### src/rtl/ht_pkg.sv
`timescale 1ns / 1ps
`default_nettype none
// ----------------------------------------------------------------------------
// Heightmap triangulator package
// Shared transaction types, state encodings and constants.
// ----------------------------------------------------------------------------
package ht_pkg;

    localparam int HEIGHT_W = 16;
    localparam int CFG_W    = 11;
    localparam int DIFF_W   = 17;
    localparam int QUOT_W   = 15;

    localparam logic [CFG_W-1:0]    GRID_W_RESET = 11'd256;
    localparam logic [15:0]         ROW_MAX      = 16'hFFFF;
    localparam logic [QUOT_W-1:0]   NORM_ONE     = 15'd16384;

    // vertex order within one cell
    localparam logic [2:0] V_T1_TL = 3'd0;
    localparam logic [2:0] V_T1_BL = 3'd1;
    localparam logic [2:0] V_T1_TR = 3'd2;
    localparam logic [2:0] V_T2_TR = 3'd3;
    localparam logic [2:0] V_T2_BL = 3'd4;
    localparam logic [2:0] V_T2_BR = 3'd5;

    typedef struct packed {
        logic [15:0] sample_height;
        logic        first_sample;
    } in_t;

    typedef struct packed {
        logic [9:0]         vert_x;
        logic [15:0]        vert_height;
        logic [15:0]        vert_z;
        logic signed [15:0] normal_x;
        logic signed [15:0] normal_y;
        logic signed [15:0] normal_z;
        logic               last_vertex;
    } out_t;

    typedef enum logic [2:0] {
        ST_CLEAR,
        ST_IDLE,
        ST_RD_A,
        ST_RD_B,
        ST_WR_A,
        ST_WR_B,
        ST_NORM,
        ST_EMIT
    } ht_state_t;

    typedef enum logic [2:0] {
        NU_IDLE,
        NU_SQ,
        NU_SUM,
        NU_ROOT,
        NU_DPREP,
        NU_DIV,
        NU_DONE
    } nu_state_t;

endpackage
`default_nettype wire

### src/rtl/ht_normal.sv
`timescale 1ns / 1ps
`default_nettype none
// ----------------------------------------------------------------------------
// Face normal unit
// Normalizes (dx, 65536, dz) to Q1.14: squares, bit-serial square root,
// then three restoring dividers running side by side.
// ----------------------------------------------------------------------------
module ht_normal (
    input  logic                              clk,
    input  logic                              rst_n,
    input  logic                              start,
    input  logic signed [ht_pkg::DIFF_W-1:0]  diff_x,
    input  logic signed [ht_pkg::DIFF_W-1:0]  diff_z,
    output logic                              done,
    output logic signed [15:0]                norm_x,
    output logic signed [15:0]                norm_y,
    output logic signed [15:0]                norm_z
);
    import ht_pkg::*;

    localparam logic [33:0] BIT_INIT = 34'h1_0000_0000;
    localparam logic [33:0] NY_SQ    = 34'h1_0000_0000;
    localparam logic [16:0] NY_MAG   = 17'h10000;

    nu_state_t state_reg, state_next;

    logic signed [DIFF_W-1:0] nx_reg, nz_reg;
    logic [32:0]              sqx_reg, sqz_reg;
    logic [33:0]              v_reg, res_reg, bit_reg;
    logic [16:0]              rem_reg [3];
    logic [QUOT_W-1:0]        low_reg [3];
    logic [QUOT_W-1:0]        q_reg   [3];
    logic [3:0]               cnt_reg;

    logic signed [2*DIFF_W-1:0] prod_x, prod_z;
    logic [33:0]                trial_sum;
    logic                       root_ge;
    logic [16:0]                root;
    logic [16:0]                mag     [3];
    logic [30:0]                num     [3];
    logic [17:0]                trial   [3];
    logic                       neg     [3];
    logic signed [15:0]         signed_q [3];

    assign prod_x    = nx_reg * nx_reg;
    assign prod_z    = nz_reg * nz_reg;
    assign trial_sum = res_reg + bit_reg;
    assign root_ge   = (v_reg >= trial_sum);
    assign root      = res_reg[16:0];

    always_comb
    begin
        mag[0] = nx_reg[DIFF_W-1] ? 17'(-nx_reg) : 17'(nx_reg);
        mag[1] = NY_MAG;
        mag[2] = nz_reg[DIFF_W-1] ? 17'(-nz_reg) : 17'(nz_reg);
        neg[0] = nx_reg[DIFF_W-1];
        neg[1] = 1'b0;
        neg[2] = nz_reg[DIFF_W-1];
        for (int i = 0; i < 3; i++)
        begin
            num[i]      = {mag[i], 14'b0} + 31'(root >> 1);
            trial[i]    = {rem_reg[i], low_reg[i][QUOT_W-1]};
            signed_q[i] = neg[i] ? -$signed({1'b0, q_reg[i]}) : $signed({1'b0, q_reg[i]});
        end
    end

    // next state
    always_comb
    begin
        state_next = state_reg;
        case (state_reg)
            NU_IDLE:  if (start) state_next = NU_SQ;
            NU_SQ:    state_next = NU_SUM;
            NU_SUM:   state_next = NU_ROOT;
            NU_ROOT:  if (bit_reg[0]) state_next = NU_DPREP;
            NU_DPREP: state_next = NU_DIV;
            NU_DIV:   if (cnt_reg == 4'd0) state_next = NU_DONE;
            NU_DONE:  if (start) state_next = NU_SQ;
            default:  state_next = NU_IDLE;
        endcase
    end

    // outputs
    always_comb
    begin
        done   = (state_reg == NU_DONE);
        norm_x = signed_q[0];
        norm_y = signed_q[1];
        norm_z = signed_q[2];
    end

    always_ff @(posedge clk or negedge rst_n)
    begin
        if (!rst_n)
        begin
            state_reg <= NU_IDLE;
        end
        else
        begin
            state_reg <= state_next;
        end
    end

    always_ff @(posedge clk)
    begin
        case (state_reg)
            NU_IDLE, NU_DONE:
            begin
                if (start)
                begin
                    nx_reg <= diff_x;
                    nz_reg <= diff_z;
                end
            end
            NU_SQ:
            begin
                sqx_reg <= prod_x[32:0];
                sqz_reg <= prod_z[32:0];
            end
            NU_SUM:
            begin
                v_reg   <= {1'b0, sqx_reg} + {1'b0, sqz_reg} + NY_SQ;
                res_reg <= '0;
                bit_reg <= BIT_INIT;
            end
            NU_ROOT:
            begin
                if (root_ge)
                begin
                    v_reg   <= v_reg - trial_sum;
                    res_reg <= (res_reg >> 1) + bit_reg;
                end
                else
                begin
                    res_reg <= res_reg >> 1;
                end
                bit_reg <= bit_reg >> 2;
            end
            NU_DPREP:
            begin
                for (int i = 0; i < 3; i++)
                begin
                    rem_reg[i] <= {1'b0, num[i][30:15]};
                    low_reg[i] <= num[i][14:0];
                end
                cnt_reg <= 4'(QUOT_W - 1);
            end
            NU_DIV:
            begin
                for (int i = 0; i < 3; i++)
                begin
                    if (trial[i] >= {1'b0, root})
                    begin
                        rem_reg[i] <= 17'(trial[i] - {1'b0, root});
                        q_reg[i]   <= {q_reg[i][QUOT_W-2:0], 1'b1};
                    end
                    else
                    begin
                        rem_reg[i] <= trial[i][16:0];
                        q_reg[i]   <= {q_reg[i][QUOT_W-2:0], 1'b0};
                    end
                    low_reg[i] <= low_reg[i] << 1;
                end
                cnt_reg <= cnt_reg - 4'd1;
            end
            default:
            begin
            end
        endcase
    end

    a_root_bit: assert property (@(posedge clk) disable iff (!rst_n)
        state_reg == NU_ROOT |-> $onehot(bit_reg))
        else $error("square root bit lost");

    a_rem_below: assert property (@(posedge clk) disable iff (!rst_n)
        state_reg == NU_DIV |-> rem_reg[0] < root && rem_reg[1] < root && rem_reg[2] < root)
        else $error("divider remainder out of range");

    a_unit_len: assert property (@(posedge clk) disable iff (!rst_n)
        state_reg == NU_DONE |-> q_reg[0] <= NORM_ONE && q_reg[1] <= NORM_ONE
                                 && q_reg[2] <= NORM_ONE)
        else $error("normal component above one");

endmodule
`default_nettype wire

### config.mk
export PLATFORM = sky130hd
export DESIGN_NAME = ht_normal
export DESIGN_NICKNAME = d
export VERILOG_FILES = /design/src/rtl/ht_pkg.sv /design/src/rtl/ht_normal.sv
export SDC_FILE = /design/constraint.sdc
export NUM_CORES = 2
export LEC_CHECK = 0
export BUFFER_PORTS_ARGS = -buffer_cell sky130_fd_sc_hd__buf_2
export CORE_UTILIZATION = 65
export DETAILED_ROUTE_END_ITERATION = 16
export PLACE_DENSITY = 0.84
export SLEW_MARGIN = 5
export SYNTH_ARGS = -nofsm -noshare
export SYNTH_HDL_FRONTEND = slang
export SYNTH_SLANG_ARGS = --single-unit
### constraint.sdc
create_clock -name clk -period 9.6 [get_ports clk]
set_clock_uncertainty 0.05 [all_clocks]
set_input_delay 1.92 -clock clk [delete_from_list [all_inputs] [get_ports clk]]
set_output_delay 1.92 -clock clk [all_outputs]
set_load 0.05 [all_outputs]
-- Word-level counts from Yosys, hierarchy flattened
Memories as Yosys holds them, arrays and structs flattened.
Cells that the tools add are included.
- RAM bits: 141
- input bits: 37
- bits in latches: 0
- memories kept: 3
- bits in registers: 209
- word-level logic and storage cells: 112
- ROM bits: 0
- output and inout port bits: 49
- bitwise gates (word level): 12
- shifts and indexed selects: 0
- eq/ne operators: 10
- order comparisons: 4
- reduce and logical (&&, ||, !) cells: 8
- divide/modulo/power cells: 0
- mux-type cells: 48
- add/subtract/negate cells: 16
- multipliers: 2
- memory list (memory ; depth ; bits a word ; read ports ; clocked after memory_dff ; wr ports ; RTL line ; RTL):
    rem_reg ; 3 ; 17 ; 3 ; 0 ; 3 ; ht_normal.sv:30 ; logic [16:0] rem_reg [3];
    low_reg ; 3 ; 15 ; 3 ; 0 ; 3 ; ht_normal.sv:31 ; logic [QUOT_W-1:0] low_reg [3];
    q_reg ; 3 ; 15 ; 3 ; 0 ; 3 ; ht_normal.sv:32 ; logic [QUOT_W-1:0] q_reg [3];
- operators with widths (operator ; count):
    34-bit one-hot mux with 2 select lines ; 3
    17-bit 2-to-1 mux ; 8
    15-bit 2-to-1 mux ; 6
    34-bit 2-to-1 mux ; 2
    17-bit by 17-bit multiplier with 33-bit output ; 2
    31-bit by 16-bit adder with 31-bit output ; 2
    18-bit by 17-bit >= comparator with 1-bit output ; 3
    17-bit subtractor ; 3
    33-bit by 33-bit adder with 34-bit output ; 1
    33-bit by 34-bit adder with 34-bit output ; 1
    34-bit by 33-bit adder with 34-bit output, second input constant ; 1
    34-bit adder ; 1
    34-bit >= comparator ; 1
    17-bit negation ; 2
    34-bit subtractor ; 1
    16-bit 2-to-1 mux ; 2
    15-bit negation with 16-bit output ; 2
    31-bit by 16-bit adder with 31-bit output, first input constant ; 1
    1-bit 2-to-1 mux ; 22
    3-bit one-hot mux with 6 select lines ; 1
    1-bit OR ; 12
    3-bit equality test, second input constant ; 3
    3-bit 2-to-1 mux ; 3
    4-bit one-hot mux with 2 select lines ; 1
    11 further kinds ; 16

-- Longest topological paths before layout
An unclocked memory read counts as a cell.
- word-level depth: 7
- mapped depth: 29

-- Worst setup path after synthesis
Ideal clock, no wire load.
- path type: register to register
- start: reg res_reg[2]
- end: reg v_reg[0] (enable)
- library setup time: 0.478 ns
- data arrival time: 7.029 ns
- required time: 9.072 ns
- period minus slack after synthesis: 7.557 ns
- path slack: 2.043 ns
- stages on the path, launching flop included: 23
- cell sequence: edfxtp_1 ha_1 a31oi_1 o21bai_1 a31o_2 a31oi_1 o31a_1 inv_1 a31oi_1 o21ai_0 a21oi_1 xor2_1 ha_1 nand3_1 or3_1 nor2_1 nand2_1 o211a_1 o311ai_2 nand2_1 buf_2 buf_2 a21boi_0
- longest elaborated chain between the ends: 4
- RTL lines (element ; RTL line ; RTL):
    start: declaration ; ht_normal.sv:29 ; logic [33:0] v_reg, res_reg, bit_reg;
    start signal: assignment ; ht_normal.sv:131 ; res_reg <= (res_reg >> 1) + bit_reg;
    start signal: assignment ; ht_normal.sv:135 ; res_reg <= res_reg >> 1;
    34-bit adder ; ht_normal.sv:47 ; assign trial_sum = res_reg + bit_reg;
    34-bit >= comparator ; ht_normal.sv:48 ; assign root_ge = (v_reg >= trial_sum);
    2-bit inequality test (no line) ; n/a ;
    2-bit AND reduction (no line) ; n/a ;
    end signal: assignment ; ht_normal.sv:122 ; v_reg <= {1'b0, sqx_reg} + {1'b0, sqz_reg} + NY_SQ;
    end signal: assignment ; ht_normal.sv:130 ; v_reg <= v_reg - trial_sum;
    end: declaration ; ht_normal.sv:29 ;
No other way between the ends.
A chain may end at the register's enable or synchronous reset.

-- Worst setup path in the final report
- start: reg nx_reg[3]
- end: reg sqx_reg[31], data pin
- longest elaborated chain between the ends: 1
- RTL lines (element ; RTL line ; RTL):
    start: declaration ; ht_normal.sv:27 ; logic signed [DIFF_W-1:0] nx_reg, nz_reg;
    start signal: assignment ; ht_normal.sv:111 ; nx_reg <= diff_x;
    17-bit by 17-bit multiplier with 33-bit output ; ht_normal.sv:45 ; assign prod_x = nx_reg * nx_reg;
    net prod_x[31] ; ht_normal.sv:35 ; logic signed [2*DIFF_W-1:0] prod_x, prod_z;
    end signal: assignment ; ht_normal.sv:117 ; sqx_reg <= prod_x[32:0];
    end: declaration ; ht_normal.sv:28 ; logic [32:0] sqx_reg, sqz_reg;
The timed path passes the listed nets, and every way through them passes these cells.

==> impl_table.tex <==
\begin{tabular}{lr}
\hline
Metric & Value \\
\hline
\multicolumn{2}{l}{\textbf{STA}} \\
Max\_slew headroom & 30.0\% \\
Number of hold-slack violations in the final timing report & 0 \\
Final worst path period share & 80.6\% \\
Clock period minus worst slack & 7.74 ns \\
Number of slew-limit violations in the final report & 0 \\
Setup repair after global routing missed its margin & false \\
Final hold slack & 0.394 ns \\
Measured slew at the worst slew-check pin & 1.05 ns \\
Highest clock frequency the design can meet & 129 MHz \\
Final TNS setup & 0 ns \\
Final setup violation count & 0 \\
\multicolumn{2}{l}{\textbf{Worst setup path}} \\
Data arrival time of the worst path & 8.01 ns \\
Startpoint type of the worst setup path & flop \\
Worst Path Class, Setup & flop to flop \\
Crit-path cells & clkinv\_1, nor2\_1, fa\_1, inv\_1, fa\_1, fa\_1, inv\_1, fa\_1, fa\_1, inv\_1, fa\_1, inv\_1, ha\_1, nand2\_1, a21oi\_1, a211o\_1, a31o\_1, o41ai\_2, nor2\_1, or4\_1, a31o\_1, a21oi\_2, xnor2\_1 \\
Worst path most repeated cell & sky130\_fd\_sc\_hd\_\_fa\_1 \\
Peak fanout along the critical path & 17 \\
Largest stage delay on the critical path & 0.79 ns \\
Critical path endpoint category & flop \\
Cell with the largest stage delay on the worst path & sky130\_fd\_sc\_hd\_\_edfxtp\_1 \\
Worst endpoint required time & 9.87 ns \\
\multicolumn{2}{l}{\textbf{Floorplan}} \\
Count of standard-cell rows & 91 \\
Starting density of the core & 65.7\% \\
I/O pins & 86 \\
Area of the core region & 61700 µm² \\
Chip width & 252 µm \\
Y dimension of the die & 252 µm \\
Area of the die & 63400 µm² \\
\multicolumn{2}{l}{\textbf{Clock tree}} \\
CTS HTree Levels & 2 \\
Clock tree from TritonCTS & done \\
Clock Path Buffers & 3 \\
Clock network latency to the later pin of the worst-skew pair & 0.59 ns \\
Post-CTS setup repair buffer count & 0 \\
Number of sinks on the clock net & 303 \\
Clock root cell & sky130\_fd\_sc\_hd\_\_clkbuf\_16 \\
Clock transition time at the flip-flop clock pins of the worst setup and hold paths & 0.06 ns \\
Total of hold buffers inserted after clock tree synthesis & 0 \\
TritonCTS buffer count & 38 \\
Resized cells post-CTS & 0 \\
\multicolumn{2}{l}{\textbf{Cells and area}} \\
Layout area overhead & 6.05\% \\
Final net count & 5209 \\
Share of final-layout standard cells stronger than drive strength 1 & 5.24\% \\
Max FFs per register & 51 \\
Layout fillers & 4578 \\
Final core area utilization & 69.7\% \\
Layout Cells excl Fill & 5135 \\
\multicolumn{2}{l}{\textbf{Drt}} \\
Number of DRC violations after detailed routing & 0 \\
Detailed-router iteration count before antenna repair & 6 \\
Number of DRC markers after the initial detailed-route iteration & 2395 \\
Average wire length per cell after detail routing & 18.8 µm \\
Total detailed-routing wirelength & 96700 µm \\
Post-route ant nets & 0 \\
Number of vias in the routed layout & 30.3k \\
Vias per cell & 5.90 \\
\multicolumn{2}{l}{\textbf{Synth}} \\
Largest cells by area after synthesis & sky130\_fd\_sc\_hd\_\_fa\_1, sky130\_fd\_sc\_hd\_\_edfxtp\_1, sky130\_fd\_sc\_hd\_\_ha\_1, sky130\_fd\_sc\_hd\_\_inv\_1, sky130\_fd\_sc\_hd\_\_xnor2\_1 \\
Cell type with the highest aggregate area in the netlist & sky130\_fd\_sc\_hd\_\_fa\_1 \\
Number of different library cells in the post-synthesis netlist & 93 \\
Seq cells post-synth & 303 \\
Netlist area before placement & 40500 µm² \\
Sequential area share after synthesis & 22.4\% \\
Main synth FF type & sky130\_fd\_sc\_hd\_\_edfxtp\_1 \\
Synth top area share & 26.1\% \\
Synthesized area per cell & 9.57 µm² \\
Syn Inst Count & 4238 \\
Yosys warnings & 0 \\
Number of flops mapped to enable cells by yosys & 299 \\
Net count of the mapped netlist & 5178 \\
Async set-reset flop share out of synthesis & 0.990\% \\
\multicolumn{2}{l}{\textbf{Placed design}} \\
Post-detailed-placement half-perimeter wirelength & 74600 µm \\
Count of buffers inserted at the top-level ports & 84 \\
Weighted congestion at the end of routability-driven global placement & 0.955 \\
Cell count after placement & 5066 \\
\multicolumn{2}{l}{\textbf{Status}} \\
Outcome & complete, no violations \\
\multicolumn{2}{l}{\textbf{Global route}} \\
Initial antenna violation count & 4 \\
Global-route total usage across every layer & 31.3\% \\
Maximum number of pins on one net before global-route repair & 91 \\
Vias in the first global route & 31.0k \\
GRT overflow & 0 \\
First-pass GRT wire length & 157000 µm \\
\multicolumn{2}{l}{\textbf{Run}} \\
Max\_cap viols & 0 \\
\multicolumn{2}{l}{\textbf{Min path}} \\
Hold Crit Class & flop to flop \\
\hline
\end{tabular}
path summary, 6_finish.rpt:
kind | startpoint | end | slack (ns) | depth (start not counted)
max | nx_reg[3] | sqx_reg[31] | 1.86 | 23
min | q_reg[1][7] | q_reg[1][8] | 0.39 | 0
max reg2reg | nx_reg[3] | sqx_reg[31] | 1.86 | 23
min reg2reg | q_reg[1][7] | q_reg[1][8] | 0.39 | 0
max in group asynchronous | rst_n | state_reg[1] | 8.32 | 1
min in group asynchronous | rst_n | state_reg[0] | 1.08 | 1
cells in the mapped netlist (all sizes together) (12+ instances only):
| library cell | count |
|---|---|
| a31oi | 33 |
| o21bai | 27 |
| o31ai | 23 |
| o21ai | 165 |
| nand2 | 357 |
| nand4 | 23 |
| buf | 27 |
| o41ai | 15 |
| clkbuf | 90 |
| inv | 772 |
| edfxtp | 299 |
| fa | 529 |
| ha | 374 |
| and2 | 96 |
| and3 | 51 |
| a31o | 14 |
| xnor2 | 220 |
| nand3 | 53 |
| nor4 | 12 |
| nor3 | 52 |
| a21boi | 15 |
| o21a | 30 |
| or3 | 23 |
| clkinv | 16 |
| mux2i | 28 |
| a21oi | 180 |
| a21o | 59 |
| nand2b | 30 |
| or2 | 16 |
| nor2 | 281 |
| a211oi | 27 |
| xor2 | 91 |
| nor2b | 67 |
metal layers:
metal | wire length, µm | global-route usage (%)
met3 | 7390 | 4.88
met4 | 4040 | 12.8
met2 | 48100 | 53.7
met5 | 34 | 0
met1 | 37100 | 39.5
worst max-delay path: cells and delay by family, from the launching register on:
kind                       cells  cell delay [ns]
AOI/OAI and AO/OA              6             1.42
xor gates and xnor gates       1             0.09
adders and majority gates      7             3.34
buffers and inverters          5             0.71
DFF                            1             0.79
and+or+nand+nor                4             1.07
metrics by stage:
step	cell area (µm²)	worst slack [ns]
after global routing	43000	1.55
after floorplan	40500	2.04
after detailed placement	41800	1.93
after CTS	43000	1.91
final	43000	1.86
after global placement	41800	2.19
layout by cell type, fill, tap and decap left out, types with 33 or more instances in the layout:
cell type / count
sky130_fd_sc_hd__ha_1: 374
sky130_fd_sc_hd__nor2_1: 281
sky130_fd_sc_hd__xor2_1: 91
sky130_fd_sc_hd__a21o_1: 59
sky130_fd_sc_hd__and3_1: 51
sky130_fd_sc_hd__a21oi_1: 177
sky130_fd_sc_hd__and2_1: 96
sky130_fd_sc_hd__nand2_1: 355
sky130_fd_sc_hd__o21ai_0: 160
sky130_fd_sc_hd__clkbuf_16: 38
sky130_fd_sc_hd__edfxtp_1: 299
sky130_fd_sc_hd__a31oi_1: 33
sky130_fd_sc_hd__nor3_1: 52
sky130_fd_sc_hd__buf_2: 84
sky130_fd_sc_hd__xnor2_1: 220
sky130_fd_sc_hd__fa_1: 529
sky130_fd_sc_hd__inv_1: 769
sky130_fd_sc_hd__nor2b_1: 64
sky130_fd_sc_hd__nand3_1: 52
final cells by class:
cell class	instances	area, µm²	share of cell area [%]
Sequential cell	303	9070	21.1
Clock buffer	45	977	2.27
Timing Repair Buffer	108	601	1.40
Tap cell	837	1050	2.44
Clock inverter	23	263	0.611
Inverter	788	2960	6.88
Multi-Input combinational cell	3030	28100	65.3
Antenna cell	1	2.50	0.00582
cell families after synthesis:
family / share of synthesized area [%]
flip-flops: 22.4
AO/OA/AOI/OAI: 10.8
other: 0.00925
XOR/XNOR: 6.72
multiplexers: 0.747
AND/OR/NAND/NOR: 13.2
adder cells (fa/ha/maj): 37.7
buffers and inverters: 8.50
Power is left out: the tool's default activity adds up to more than one toggle a clock period on the data nets, which glitch-free logic cannot reach.
